`config.mk`:
```
export PLATFORM = sky130hd
export DESIGN_NAME = remote_button_command_decoder_top
export DESIGN_NICKNAME = d
export VERILOG_FILES = /design/src/rtl/rbcd_pkg.sv /design/src/rtl/remote_button_command_decoder_top.sv /design/src/rtl/rbcd_cfg.sv /design/src/rtl/rbcd_step.sv
export VERILOG_INCLUDE_DIRS = /design/src /design/src/rtl
export SDC_FILE = /design/constraint.sdc
export NUM_CORES = 1
export LEC_CHECK = 0
export ABC_CLOCK_PERIOD_IN_PS = 2940
export BUFFER_PORTS_ARGS = -buffer_cell sky130_fd_sc_hd__clkbuf_2
export CAP_MARGIN = 20
export CELL_PAD_IN_SITES_DETAIL_PLACEMENT = 0
export CELL_PAD_IN_SITES_GLOBAL_PLACEMENT = 1
export CORE_ASPECT_RATIO = 0.5
export CORE_UTILIZATION = 42
export CTS_BUF_LIST = sky130_fd_sc_hd__clkbuf_4
export CTS_CLUSTER_SIZE = 30
export DETAILED_ROUTE_END_ITERATION = 8
export GPL_ROUTABILITY_DRIVEN = 0
export GPL_TIMING_DRIVEN = 0
export PLACE_DENSITY_LB_ADDON = 0.1
export SLEW_MARGIN = 25
export SYNTH_ARGS = -nofsm -noshare
export SYNTH_HDL_FRONTEND = slang
export SYNTH_SLANG_ARGS = --single-unit
```
`constraint.sdc`:
```
create_clock -name clk -period 2.94 [get_ports clk]
set_input_delay 0.441 -clock clk [delete_from_list [all_inputs] [get_ports clk]]
set_output_delay 0.441 -clock clk [all_outputs]
set_load 0.005 [all_outputs]
```
`src/rtl/remote_button_command_decoder_top_assert.svh`:
```
// ----------------------------------------------------------------------------
// remote button command decoder - assertion macros
// clocked on clk, disabled while rst_n is low
// ----------------------------------------------------------------------------
`ifndef REMOTE_BUTTON_COMMAND_DECODER_TOP_ASSERT_SVH
`define REMOTE_BUTTON_COMMAND_DECODER_TOP_ASSERT_SVH

// same-cycle implication
`define RBCD_ASSERT_IMP(lbl, ante, cons, msg) \
  lbl: assert property (@(posedge clk) disable iff (!rst_n) (ante) |-> (cons)) \
    else $error(msg);

// next-cycle implication
`define RBCD_ASSERT_NXT(lbl, ante, cons, msg) \
  lbl: assert property (@(posedge clk) disable iff (!rst_n) (ante) |=> (cons)) \
    else $error(msg);

`endif

```
`src/rtl/rbcd_pkg.sv`:
```
// ----------------------------------------------------------------------------
// rbcd_pkg
// types, codes and constants shared by the remote button command decoder
// ----------------------------------------------------------------------------
package rbcd_pkg;

  localparam int CNT_W  = 10;
  localparam int HELD_W = 11;
  localparam int EVT_W  = 18;
  localparam int BYTE_W = 8;
  localparam int PH_W   = 2;

  localparam int IN_TDATA_W  = 32;
  localparam int IN_TUSER_W  = 2;
  localparam int OUT_TDATA_W = 40;

  // item kinds
  typedef enum logic [1:0] {
    CMD_BYTE  = 2'd0,
    CMD_TICK  = 2'd1,
    CMD_TAKE  = 2'd2,
    CMD_CLEAR = 2'd3
  } cmd_t;

  // packet phases
  localparam logic [PH_W-1:0] PH_IDLE  = 2'd0;
  localparam logic [PH_W-1:0] PH_CODE  = 2'd1;
  // value byte expected (phase 3 behaves the same)
  localparam logic [PH_W-1:0] PH_DATA  = 2'd2;

  // register indexes
  localparam logic REG_TAP = 1'b0;
  localparam logic REG_LED = 1'b1;

  localparam logic [CNT_W-1:0] TAP_RESET = 10'd140;
  localparam logic [CNT_W-1:0] LED_RESET = 10'd200;

  // held button bit positions
  typedef logic [3:0] hbit_t;
  localparam hbit_t H_A     = 4'd0;
  localparam hbit_t H_B     = 4'd1;
  localparam hbit_t H_ROT   = 4'd2;
  localparam hbit_t H_UP    = 4'd3;
  localparam hbit_t H_DOWN  = 4'd4;
  localparam hbit_t H_LEFT  = 4'd5;
  localparam hbit_t H_RIGHT = 4'd6;
  localparam hbit_t H_ACT1  = 4'd7;
  localparam hbit_t H_ACT2  = 4'd8;
  localparam hbit_t H_P2UP  = 4'd9;
  localparam hbit_t H_P2DN  = 4'd10;

  localparam logic [HELD_W-1:0] HM_ROT  = 11'h004;
  localparam logic [HELD_W-1:0] HM_EXT  = 11'h1F8;
  localparam logic [HELD_W-1:0] HM_P2   = 11'h600;

  // event bit positions
  typedef logic [4:0] ebit_t;
  localparam ebit_t E_MUP   = 5'd0;
  localparam ebit_t E_MDN   = 5'd1;
  localparam ebit_t E_MENT  = 5'd2;
  localparam ebit_t E_A     = 5'd3;
  localparam ebit_t E_B     = 5'd4;
  localparam ebit_t E_ROT   = 5'd5;
  localparam ebit_t E_EXIT  = 5'd6;
  localparam ebit_t E_UP    = 5'd7;
  localparam ebit_t E_DOWN  = 5'd8;
  localparam ebit_t E_LEFT  = 5'd9;
  localparam ebit_t E_RIGHT = 5'd10;
  localparam ebit_t E_ACT1  = 5'd11;
  localparam ebit_t E_ACT2  = 5'd12;
  localparam ebit_t E_DROP  = 5'd13;
  localparam ebit_t E_PAUSE = 5'd14;
  localparam ebit_t E_START = 5'd15;
  localparam ebit_t E_P2UP  = 5'd16;
  localparam ebit_t E_P2DN  = 5'd17;

  // command characters
  typedef logic [BYTE_W-1:0] chr_t;
  localparam chr_t CH_BANG  = 8'h21;
  localparam chr_t CH_QUERY = 8'h3F;
  localparam chr_t CH_0     = 8'h30;
  localparam chr_t CH_1     = 8'h31;
  localparam chr_t CH_2     = 8'h32;
  localparam chr_t CH_3     = 8'h33;
  localparam chr_t CH_4     = 8'h34;
  localparam chr_t CH_5     = 8'h35;
  localparam chr_t CH_6     = 8'h36;
  localparam chr_t CH_7     = 8'h37;
  localparam chr_t CH_8     = 8'h38;
  localparam chr_t CH_9     = 8'h39;
  localparam chr_t CH_A     = 8'h41;
  localparam chr_t CH_B     = 8'h42;
  localparam chr_t CH_D     = 8'h44;
  localparam chr_t CH_E     = 8'h45;
  localparam chr_t CH_H     = 8'h48;
  localparam chr_t CH_I     = 8'h49;
  localparam chr_t CH_K     = 8'h4B;
  localparam chr_t CH_L     = 8'h4C;
  localparam chr_t CH_P     = 8'h50;
  localparam chr_t CH_R     = 8'h52;
  localparam chr_t CH_S     = 8'h53;
  localparam chr_t CH_T     = 8'h54;
  localparam chr_t CH_U     = 8'h55;
  localparam chr_t CH_X     = 8'h58;
  localparam chr_t CH_A_LC  = 8'h61;
  localparam chr_t CH_B_LC  = 8'h62;
  localparam chr_t CH_E_LC  = 8'h65;
  localparam chr_t CH_I_LC  = 8'h69;
  localparam chr_t CH_K_LC  = 8'h6B;
  localparam chr_t CH_Q_LC  = 8'h71;
  localparam chr_t CH_R_LC  = 8'h72;
  localparam chr_t CH_S_LC  = 8'h73;
  localparam chr_t CH_T_LC  = 8'h74;
  localparam chr_t CH_W_LC  = 8'h77;
  localparam chr_t CH_X_LC  = 8'h78;
  localparam chr_t CH_Y_LC  = 8'h79;
  localparam chr_t CH_Z_LC  = 8'h7A;

  typedef struct packed {
    logic [CNT_W-1:0] tap_ticks;
    logic [CNT_W-1:0] led_hold_ticks;
  } rbcd_cfg_t;

  typedef struct packed {
    cmd_t              cmd;
    logic [BYTE_W-1:0] rx_byte;
    logic [EVT_W-1:0]  take_mask;
  } rbcd_item_t;

  typedef struct packed {
    logic [PH_W-1:0]   phase;
    logic [BYTE_W-1:0] code;
    logic [HELD_W-1:0] held;
    logic [EVT_W-1:0]  evt;
    logic              a_pend;
    logic              b_pend;
    logic [CNT_W-1:0]  a_cnt;
    logic [CNT_W-1:0]  b_cnt;
    logic [CNT_W-1:0]  rx_cnt;
    logic [CNT_W-1:0]  vld_cnt;
  } rbcd_state_t;

  // packed from the top bit down, so held_buttons lands in the low bits
  typedef struct packed {
    logic              help_request;
    logic              command_valid;
    logic              valid_led_on;
    logic              rx_led_on;
    logic [EVT_W-1:0]  pending_events;
    logic [HELD_W-1:0] held_buttons;
  } rbcd_res_t;

endpackage

```
`src/rtl/remote_button_command_decoder_top.sv`:
```
// ----------------------------------------------------------------------------
// remote_button_command_decoder_top
// Turns received serial command bytes, millisecond ticks, take and clear
// requests into held button states and latched press events. A request is
// one of: received byte (one-byte command, or part of a three-byte packet
// '!', code, '0'/'1'), tick (ages tap timers and led timers, ends rotate),
// take (reports the pending events and clears those selected by the mask)
// and clear (returns all state to reset, configuration kept). Every request
// gives exactly one result. The block takes one request per clock cycle
// while the result channel is not stalled; a request passes through the
// input register and then the result register, where its result is held
// until taken, and the decoder state is updated as it moves between them,
// so back-to-back requests see each other's effects. Configuration
// (register 0 tap length, register 1 led hold time, both in ticks) is
// written through the cfg port, which is always ready; write it only while
// no request is in flight.
// ----------------------------------------------------------------------------
`include "remote_button_command_decoder_top_assert.svh"

module remote_button_command_decoder_top (
  input  logic                                  clk,
  input  logic                                  rst_n,
  // request channel
  input  logic                                  in_tvalid,
  output logic                                  in_tready,
  // [7:0] rx_byte, [25:8] take_mask, [31:26] zero
  input  logic [rbcd_pkg::IN_TDATA_W-1:0]       in_tdata,
  // [1:0] cmd
  input  logic [rbcd_pkg::IN_TUSER_W-1:0]       in_tuser,
  // result channel
  output logic                                  out_tvalid,
  input  logic                                  out_tready,
  // [10:0] held_buttons, [28:11] pending_events, [29] rx_led_on,
  // [30] valid_led_on, [31] command_valid, [32] help_request, [39:33] zero
  output logic [rbcd_pkg::OUT_TDATA_W-1:0]      out_tdata,
  // configuration write channel
  input  logic                                  cfg_valid,
  output logic                                  cfg_ready,
  input  logic                                  cfg_index,
  input  logic [rbcd_pkg::CNT_W-1:0]            cfg_data
);

  localparam int RES_W = $bits(rbcd_pkg::rbcd_res_t);

  rbcd_pkg::rbcd_cfg_t   cfg;
  rbcd_pkg::rbcd_state_t st_r;
  rbcd_pkg::rbcd_state_t st_nxt;
  rbcd_pkg::rbcd_item_t  item_r;
  rbcd_pkg::rbcd_res_t   res;
  rbcd_pkg::rbcd_res_t   res_r;

  logic s1_valid_r;
  logic out_valid_r;
  logic out_adv;
  logic s1_fire;
  logic in_fire;

  // configuration registers
  rbcd_cfg u_cfg (
    .clk       (clk),
    .rst_n     (rst_n),
    .cfg_valid (cfg_valid),
    .cfg_ready (cfg_ready),
    .cfg_index (cfg_index),
    .cfg_data  (cfg_data),
    .cfg       (cfg)
  );

  // decode logic between the input register and the result register
  rbcd_step u_step (
    .cfg    (cfg),
    .st     (st_r),
    .item   (item_r),
    .st_nxt (st_nxt),
    .res    (res)
  );

  // result register frees when empty or being taken; input register follows
  assign out_adv   = !out_valid_r || out_tready;
  assign s1_fire   = s1_valid_r && out_adv;
  assign in_tready = !s1_valid_r || out_adv;
  assign in_fire   = in_tvalid && in_tready;

  always_ff @(posedge clk) begin
    if (!rst_n) begin
      s1_valid_r  <= 1'b0;
      out_valid_r <= 1'b0;
      st_r        <= '0;
    end else begin
      if (in_tready) s1_valid_r  <= in_tvalid;
      if (out_adv)   out_valid_r <= s1_valid_r;
      // decoder state commits as the request moves into the result register
      if (s1_fire)   st_r        <= st_nxt;
    end
  end

  // payload registers
  always_ff @(posedge clk) begin
    if (in_fire) begin
      item_r.cmd       <= rbcd_pkg::cmd_t'(in_tuser[1:0]);
      item_r.rx_byte   <= in_tdata[7:0];
      item_r.take_mask <= in_tdata[25:8];
    end
    if (s1_fire) res_r <= res;
  end

  assign out_tvalid = out_valid_r;
  assign out_tdata  = {{(rbcd_pkg::OUT_TDATA_W - RES_W){1'b0}}, res_r};

  // a request leaving the input register always lands in the result register
  `RBCD_ASSERT_NXT(a_s1_to_out, s1_fire, out_valid_r, "result register missed a request")
  // help is itself a recognised command
  `RBCD_ASSERT_IMP(a_help_valid, out_valid_r && res_r.help_request, res_r.command_valid,
                   "help flagged without command valid")
  // a pending tap always has its button held
  `RBCD_ASSERT_IMP(a_tap_a_held, st_r.a_pend, st_r.held[rbcd_pkg::H_A],
                   "tap on A pending with A released")
  `RBCD_ASSERT_IMP(a_tap_b_held, st_r.b_pend, st_r.held[rbcd_pkg::H_B],
                   "tap on B pending with B released")

endmodule

```
`src/rtl/rbcd_cfg.sv`:
```
// ----------------------------------------------------------------------------
// rbcd_cfg
// configuration registers: tap length and activity led hold time
// ----------------------------------------------------------------------------
module rbcd_cfg (
  input  logic                             clk,
  input  logic                             rst_n,
  input  logic                             cfg_valid,
  output logic                             cfg_ready,
  input  logic                             cfg_index,
  input  logic [rbcd_pkg::CNT_W-1:0]       cfg_data,
  output rbcd_pkg::rbcd_cfg_t              cfg
);

  logic [rbcd_pkg::CNT_W-1:0] tap_r;
  logic [rbcd_pkg::CNT_W-1:0] led_r;

  assign cfg_ready = 1'b1;

  always_ff @(posedge clk) begin
    if (!rst_n) begin
      tap_r <= rbcd_pkg::TAP_RESET;
      led_r <= rbcd_pkg::LED_RESET;
    end else if (cfg_valid) begin
      unique case (cfg_index)
        rbcd_pkg::REG_TAP: tap_r <= cfg_data;
        rbcd_pkg::REG_LED: led_r <= cfg_data;
      endcase
    end
  end

  assign cfg.tap_ticks      = tap_r;
  assign cfg.led_hold_ticks = led_r;

endmodule

```
`src/rtl/rbcd_step.sv`:
```
// ----------------------------------------------------------------------------
// rbcd_step
// next-state and result logic for one request
// ----------------------------------------------------------------------------
module rbcd_step (
  input  rbcd_pkg::rbcd_cfg_t   cfg,
  input  rbcd_pkg::rbcd_state_t st,
  input  rbcd_pkg::rbcd_item_t  item,
  output rbcd_pkg::rbcd_state_t st_nxt,
  output rbcd_pkg::rbcd_res_t   res
);

  typedef struct packed {
    logic [rbcd_pkg::HELD_W-1:0] held;
    logic [rbcd_pkg::EVT_W-1:0]  evt;
  } btn_t;

  // press or release one button, logging an event on a fresh press
  function automatic btn_t set_btn(btn_t b, rbcd_pkg::hbit_t hb, rbcd_pkg::ebit_t eb,
                                   logic on);
    btn_t r;
    r = b;
    if (on && !b.held[hb]) r.evt[eb] = 1'b1;
    r.held[hb] = on;
    return r;
  endfunction

  rbcd_pkg::rbcd_state_t nx;
  btn_t                  bt;
  logic                  valid;
  logic                  help;
  logic                  pkt_on;

  assign pkt_on = (item.rx_byte == rbcd_pkg::CH_1);

  always_comb begin
    nx       = st;
    bt.held  = st.held;
    bt.evt   = st.evt;
    valid    = 1'b0;
    help     = 1'b0;
    unique case (item.cmd)
      rbcd_pkg::CMD_BYTE: begin
        nx.rx_cnt = cfg.led_hold_ticks;
        if (st.phase == rbcd_pkg::PH_IDLE) begin
          if (item.rx_byte == rbcd_pkg::CH_BANG) begin
            nx.phase = rbcd_pkg::PH_CODE;
          end else begin
            valid = 1'b1;
            unique case (item.rx_byte)
              rbcd_pkg::CH_U: bt.evt[rbcd_pkg::E_MUP] = 1'b1;
              rbcd_pkg::CH_D: bt.evt[rbcd_pkg::E_MDN] = 1'b1;
              rbcd_pkg::CH_E: bt.evt[rbcd_pkg::E_MENT] = 1'b1;
              rbcd_pkg::CH_A: begin
                bt = set_btn(bt, rbcd_pkg::H_A, rbcd_pkg::E_A, 1'b1);
                nx.a_pend = 1'b0;
              end
              rbcd_pkg::CH_A_LC: begin
                bt.held[rbcd_pkg::H_A] = 1'b0;
                nx.a_pend = 1'b0;
              end
              rbcd_pkg::CH_B: begin
                bt = set_btn(bt, rbcd_pkg::H_B, rbcd_pkg::E_B, 1'b1);
                nx.b_pend = 1'b0;
              end
              rbcd_pkg::CH_B_LC: begin
                bt.held[rbcd_pkg::H_B] = 1'b0;
                nx.b_pend = 1'b0;
              end
              rbcd_pkg::CH_L: begin
                bt = set_btn(bt, rbcd_pkg::H_A, rbcd_pkg::E_A, 1'b1);
                nx.a_pend = 1'b1;
                nx.a_cnt  = cfg.tap_ticks;
              end
              rbcd_pkg::CH_R: begin
                bt = set_btn(bt, rbcd_pkg::H_B, rbcd_pkg::E_B, 1'b1);
                nx.b_pend = 1'b1;
                nx.b_cnt  = cfg.tap_ticks;
              end
              rbcd_pkg::CH_T, rbcd_pkg::CH_7: begin
                bt.evt[rbcd_pkg::E_ROT]  = 1'b1;
                bt.held[rbcd_pkg::H_ROT] = 1'b1;
              end
              rbcd_pkg::CH_X, rbcd_pkg::CH_X_LC: bt.evt[rbcd_pkg::E_EXIT] = 1'b1;
              rbcd_pkg::CH_S: begin
                bt.held = '0;
                nx.a_pend = 1'b0;
                nx.b_pend = 1'b0;
              end
              rbcd_pkg::CH_S_LC: begin
                // p2 buttons stay held
                bt.held = bt.held & rbcd_pkg::HM_P2;
                nx.a_pend = 1'b0;
                nx.b_pend = 1'b0;
              end
              rbcd_pkg::CH_QUERY: help = 1'b1;
              rbcd_pkg::CH_1: bt = set_btn(bt, rbcd_pkg::H_UP, rbcd_pkg::E_UP, 1'b1);
              rbcd_pkg::CH_Q_LC: bt = set_btn(bt, rbcd_pkg::H_UP, rbcd_pkg::E_UP, 1'b0);
              rbcd_pkg::CH_2: bt = set_btn(bt, rbcd_pkg::H_DOWN, rbcd_pkg::E_DOWN, 1'b1);
              rbcd_pkg::CH_W_LC: bt = set_btn(bt, rbcd_pkg::H_DOWN, rbcd_pkg::E_DOWN, 1'b0);
              rbcd_pkg::CH_3: bt = set_btn(bt, rbcd_pkg::H_LEFT, rbcd_pkg::E_LEFT, 1'b1);
              rbcd_pkg::CH_E_LC: bt = set_btn(bt, rbcd_pkg::H_LEFT, rbcd_pkg::E_LEFT, 1'b0);
              rbcd_pkg::CH_4: bt = set_btn(bt, rbcd_pkg::H_RIGHT, rbcd_pkg::E_RIGHT, 1'b1);
              rbcd_pkg::CH_R_LC: bt = set_btn(bt, rbcd_pkg::H_RIGHT, rbcd_pkg::E_RIGHT, 1'b0);
              rbcd_pkg::CH_5: bt = set_btn(bt, rbcd_pkg::H_ACT1, rbcd_pkg::E_ACT1, 1'b1);
              rbcd_pkg::CH_T_LC: bt = set_btn(bt, rbcd_pkg::H_ACT1, rbcd_pkg::E_ACT1, 1'b0);
              rbcd_pkg::CH_6: bt = set_btn(bt, rbcd_pkg::H_ACT2, rbcd_pkg::E_ACT2, 1'b1);
              rbcd_pkg::CH_Y_LC: bt = set_btn(bt, rbcd_pkg::H_ACT2, rbcd_pkg::E_ACT2, 1'b0);
              rbcd_pkg::CH_8: bt.evt[rbcd_pkg::E_DROP]  = 1'b1;
              rbcd_pkg::CH_9: bt.evt[rbcd_pkg::E_PAUSE] = 1'b1;
              rbcd_pkg::CH_0: bt.evt[rbcd_pkg::E_START] = 1'b1;
              rbcd_pkg::CH_I: bt = set_btn(bt, rbcd_pkg::H_P2UP, rbcd_pkg::E_P2UP, 1'b1);
              rbcd_pkg::CH_I_LC: bt = set_btn(bt, rbcd_pkg::H_P2UP, rbcd_pkg::E_P2UP, 1'b0);
              rbcd_pkg::CH_K: bt = set_btn(bt, rbcd_pkg::H_P2DN, rbcd_pkg::E_P2DN, 1'b1);
              rbcd_pkg::CH_K_LC: bt = set_btn(bt, rbcd_pkg::H_P2DN, rbcd_pkg::E_P2DN, 1'b0);
              rbcd_pkg::CH_Z_LC: bt.held = bt.held & ~rbcd_pkg::HM_P2;
              default: valid = 1'b0;
            endcase
          end
        end else if (st.phase == rbcd_pkg::PH_CODE) begin
          nx.code  = item.rx_byte;
          nx.phase = rbcd_pkg::PH_DATA;
        end else begin
          // value byte: only '0' or '1' completes a valid packet
          valid    = pkt_on || (item.rx_byte == rbcd_pkg::CH_0);
          nx.phase = rbcd_pkg::PH_IDLE;
          unique case (st.code)
            rbcd_pkg::CH_U: bt = set_btn(bt, rbcd_pkg::H_UP, rbcd_pkg::E_UP, pkt_on);
            rbcd_pkg::CH_D: bt = set_btn(bt, rbcd_pkg::H_DOWN, rbcd_pkg::E_DOWN, pkt_on);
            rbcd_pkg::CH_L: bt = set_btn(bt, rbcd_pkg::H_LEFT, rbcd_pkg::E_LEFT, pkt_on);
            rbcd_pkg::CH_R: bt = set_btn(bt, rbcd_pkg::H_RIGHT, rbcd_pkg::E_RIGHT, pkt_on);
            rbcd_pkg::CH_A: bt = set_btn(bt, rbcd_pkg::H_ACT1, rbcd_pkg::E_ACT1, pkt_on);
            rbcd_pkg::CH_B: bt = set_btn(bt, rbcd_pkg::H_ACT2, rbcd_pkg::E_ACT2, pkt_on);
            rbcd_pkg::CH_T: begin
              if (pkt_on) begin
                bt.evt[rbcd_pkg::E_ROT]  = 1'b1;
                bt.held[rbcd_pkg::H_ROT] = 1'b1;
              end
            end
            rbcd_pkg::CH_H: if (pkt_on) bt.evt[rbcd_pkg::E_DROP]  = 1'b1;
            rbcd_pkg::CH_P: if (pkt_on) bt.evt[rbcd_pkg::E_PAUSE] = 1'b1;
            rbcd_pkg::CH_E: if (pkt_on) bt.evt[rbcd_pkg::E_START] = 1'b1;
            rbcd_pkg::CH_X: if (pkt_on) bt.evt[rbcd_pkg::E_EXIT]  = 1'b1;
            rbcd_pkg::CH_S: begin
              // rotate stays held
              if (pkt_on) begin
                bt.held   = bt.held & rbcd_pkg::HM_ROT;
                nx.a_pend = 1'b0;
                nx.b_pend = 1'b0;
              end
            end
            default: valid = 1'b0;
          endcase
        end
        if (valid) nx.vld_cnt = cfg.led_hold_ticks;
      end
      rbcd_pkg::CMD_TICK: begin
        if (st.rx_cnt != '0)  nx.rx_cnt  = st.rx_cnt - 10'd1;
        if (st.vld_cnt != '0) nx.vld_cnt = st.vld_cnt - 10'd1;
        if (st.a_pend) begin
          if (st.a_cnt != '0) nx.a_cnt = st.a_cnt - 10'd1;
          if (st.a_cnt <= 10'd1) begin
            bt.held[rbcd_pkg::H_A] = 1'b0;
            nx.a_pend = 1'b0;
          end
        end
        if (st.b_pend) begin
          if (st.b_cnt != '0) nx.b_cnt = st.b_cnt - 10'd1;
          if (st.b_cnt <= 10'd1) begin
            bt.held[rbcd_pkg::H_B] = 1'b0;
            nx.b_pend = 1'b0;
          end
        end
        bt.held[rbcd_pkg::H_ROT] = 1'b0;
      end
      rbcd_pkg::CMD_TAKE: bt.evt = st.evt & ~item.take_mask;
      rbcd_pkg::CMD_CLEAR: begin
        nx = '0;
        bt = '0;
      end
    endcase
    nx.held = bt.held;
    nx.evt  = bt.evt;
  end

  assign st_nxt = nx;

  assign res.held_buttons   = nx.held;
  // take reports the events as they stood before clearing
  assign res.pending_events = (item.cmd == rbcd_pkg::CMD_TAKE) ? st.evt : nx.evt;
  assign res.rx_led_on      = (nx.rx_cnt != '0);
  assign res.valid_led_on   = (nx.vld_cnt != '0);
  assign res.command_valid  = valid;
  assign res.help_request   = help;

endmodule

```
==> results.toml <==
[critical_path]
cp-startpoint = "st_r[6]"
slowest_stage = "or4_4"
critPathArrivalTime_ns = 3.60
crit_buf_inv = 1
path_max_fanout = 8
cp_num_cells = 9
worst_setup_path_start_kind = "flip-flop"
crit_family = "simple AND/OR/NAND/NOR gates"
worstRegToRegCells = 9
critical_path_class = "flip-flop to flip-flop"
reg2reg_from = "st_r[6]"
critPathRequiredTime_ns = 3.36
path_cells = "or4_4 > or3_4 > buf_4 > nor2_1 > a211oi_1 > or3_4 > a2111oi_4 > nand4_1 > a221o_1"
worstSetupEndpointType = "flip-flop"
cpMostUsedCell = "or3_4"
regToRegEndpoint = "out_tdata[30]"
cp_slowest_stage_delay_ns = 0.60
worst-r2r-setup-slack_ns = -0.24
crit_end = "out_tdata[30]"

[yosys]
async_reset_ff_frac = 0
syn-cell-area_sq_um = 9590
synth_edf_count = 61
yosysSeqAreaShare = 0.406
synth_cells = 1172
synth_cell_type_count = 89
syn_area_per_cell_sq_um = 8.18
synth_flop_cell = "dfxtp_1"
ys_seq_elements = 164
ys_warn_count = 0

[power_and_ir_drop]
power.switching_w = 0.00168
clockPowerShare = 0.262
power.density_nw_per_um2 = 420
power.internal_w = 0.00334
comb_power_share = 0.232
seqPwrFrac = 0.506
peakVddDrop_mv = 0.187
switching_share = 0.335
power_leakage_nw = 4.37

[cells_and_area]
syn_to_final_growth_pct = 24.4
layout_commonest_cell = "nand2_1"
mostFrequentLayoutCells = "nand2_1 (165), dfxtp_1 (101), o21ai_0 (97)"
layout.nets = 1414
finalNonFillerCells = 1671
drive_gt1_frac = 0.219

[grt]
grt_first_pass_wirelength_mm = 55.4
grt_overflow_total = 0
track_usage = 0.313
grt_pass1_vias = 9622
use_met1 = 0.439
gr-usage-met2 = 0.467
grt_util_met3 = 0.0748
antenna_found_initial = 1
grt_max_degree = 43
grt_busiest_layer = "met2"

[die]
fp.coreArea_sq_um = 22000
dieWidth_microns = 216
ios = 93
initial_core_util = 0.436
die_h_microns = 109
rows = 38
die_area_sq_um = 23500

[clock_tree]
cts.reportedPaths.clkPinSlew_ns = 0.15
worstSkewPairLatency_ns = 0.66
cts_tree = "built"
cts_buffers = 17
cts_root_buffer = "clkbuf_4"
cts.sinks = 164
cts.path.max_buffers = 2
htree_levels = 4

[routing]
remaining_drc_errors = 0
drtIter0Drc = 1321
vias = 10300
routed_wl_mm = 36.9
route.antenna.remaining_nets = 0
avgViaCountPerCell = 6.19
wire_per_inst_microns = 22.1
dr.pass1.iters = 8

[place]
dp_slack_ns = -0.867
place_inst = 1555
port_buffers = 77
hpwl_mm = 25.7

[run_status]
violations = "negative setup slack"
status = "complete, but fails checks"

[timing]
min_period_over_period = 1.08
hold_viol_final = 0
fin_crit_ns = 3.18
setup_viol = 2
fin_ws_ns = -0.240
maxSlewViolCount = 0
tns_ns = -0.265
fmax_mhz = 314
rsz0062_at_grt = "yes"
worstMarginPinSlew_ns = 1.00
relSlewSlack = 0.333
worst_clock_skew_ns = 0.0284

[flow_run]
maxCapViolations = 0

[min_path]
hold_path.class = "input pin to flip-flop"
==> what timing repair did <==
item,CTS,global route
setup buffers,32,21
pin swaps,18,23
endpoints found under the setup margin,95,65
hold buffers,38,0
endpoints found under the hold margin,46,0
gates resized for setup,87,51
==> stage by stage <==
step                hold WS (ns)   util  total power [W]  instance area [sq um]
floorplan                  0.437      -          0.00320                   9650
global placement           0.448  0.473          0.00352                  10400
detailed placement         0.449  0.474          0.00353                  10400
CTS                      0.00980  0.527          0.00495                  11600
global route             0.00995  0.542          0.00523                  11900
finish                    0.0243  0.542          0.00501                  11900
==> power by group through the flow <==
stage                     Sequential [W]  Clock, W  Combinational (W)
after floorplan                  0.00256         0           0.000635
after global placement           0.00258         0           0.000939
after detailed placement         0.00258         0           0.000944
after CTS                        0.00253   0.00135            0.00107
after global routing             0.00255   0.00144            0.00124
final                            0.00254   0.00132            0.00116
==> cells by family after synthesis <==
logic type,share of synthesized area
adder cells (fa/ha/maj),0.0130
other,0.000783
XOR/XNOR,0.00731
buffers and inverters,0.0555
multiplexers,0.0201
flip-flops,0.406
AND/OR/NAND/NOR,0.246
AO/OA/AOI/OAI,0.251
==> final cells by class <==
class | instances | area [sq um]
fillers | 2076 | 10100
multi-input cells | 890 | 5630
flip-flops and latches | 164 | 3900
repair buffers | 167 | 1160
plain buffers | 83 | 474
well taps | 300 | 375
clock inverters | 15 | 130
clock buffers | 17 | 128
inverters | 31 | 124
diodes | 4 | 10.0
==> flip-flops by register name, indices dropped and copies added, names as in the netlist <==
name         count
item_r          28
out_tdata       33
out_tvalid       1
s1_valid_r       1
u_cfg.tap_r     10
st_r            81
u_cfg.led_r     10
==> cell usage after synthesis, types with 9 or more instances <==
master | n | area share
a221oi_1 | 11 | 0.010
o211ai_1 | 12 | 0.0094
o22ai_1 | 9 | 0.0059
nand2b_1 | 20 | 0.013
nor2_1 | 97 | 0.038
ha_1 | 10 | 0.013
edfxtp_1 | 61 | 0.19
dfxtp_1 | 103 | 0.22
clkbuf_1 | 65 | 0.025
nand2_1 | 166 | 0.065
buf_2 | 10 | 0.0052
nor3_1 | 41 | 0.021
a21oi_1 | 91 | 0.048
mux2_2 | 10 | 0.012
nand3_1 | 37 | 0.019
o31ai_1 | 16 | 0.013
nand4_1 | 13 | 0.0085
nor4_1 | 9 | 0.0059
a22oi_1 | 19 | 0.015
a211oi_1 | 15 | 0.012
or3_1 | 16 | 0.010
and2_1 | 12 | 0.0078
inv_1 | 27 | 0.011
nor2b_1 | 15 | 0.0098
o21ai_0 | 101 | 0.053
==> worst register-to-register path, stage by stage (launching register included) <==
cell and delay [ns]:
dfxtp_1 0.44, or4_4 0.60, or3_4 0.40, buf_4 0.14
nor2_1 0.08, a211oi_1 0.07, or3_4 0.36, a2111oi_4 0.31
nand4_1 0.18, a221o_1 0.35
==> metal layers <==
metal	part of all wire	wire length, microns
met1	0.45	16500
met2	0.42	15600
met3	0.10	3670
met4	0.028	1020
met5	0.0012	46
==> how the worst min path moves through the flow <==
stage,startpoint,endpoint,slack (ns),cells after the start
floorplan,u_cfg.tap_r[0],u_cfg.tap_r[0],0.44,2
global placement,u_cfg.tap_r[9],u_cfg.tap_r[9],0.45,2
detailed placement,u_cfg.tap_r[4],u_cfg.tap_r[4],0.45,2
CTS,cfg_data[7],u_cfg.led_r[7],0.01,3
global route,cfg_data[7],u_cfg.tap_r[7],0.01,3
finish,cfg_data[7],u_cfg.tap_r[7],0.02,3
(Power assumes the default switching activity.)
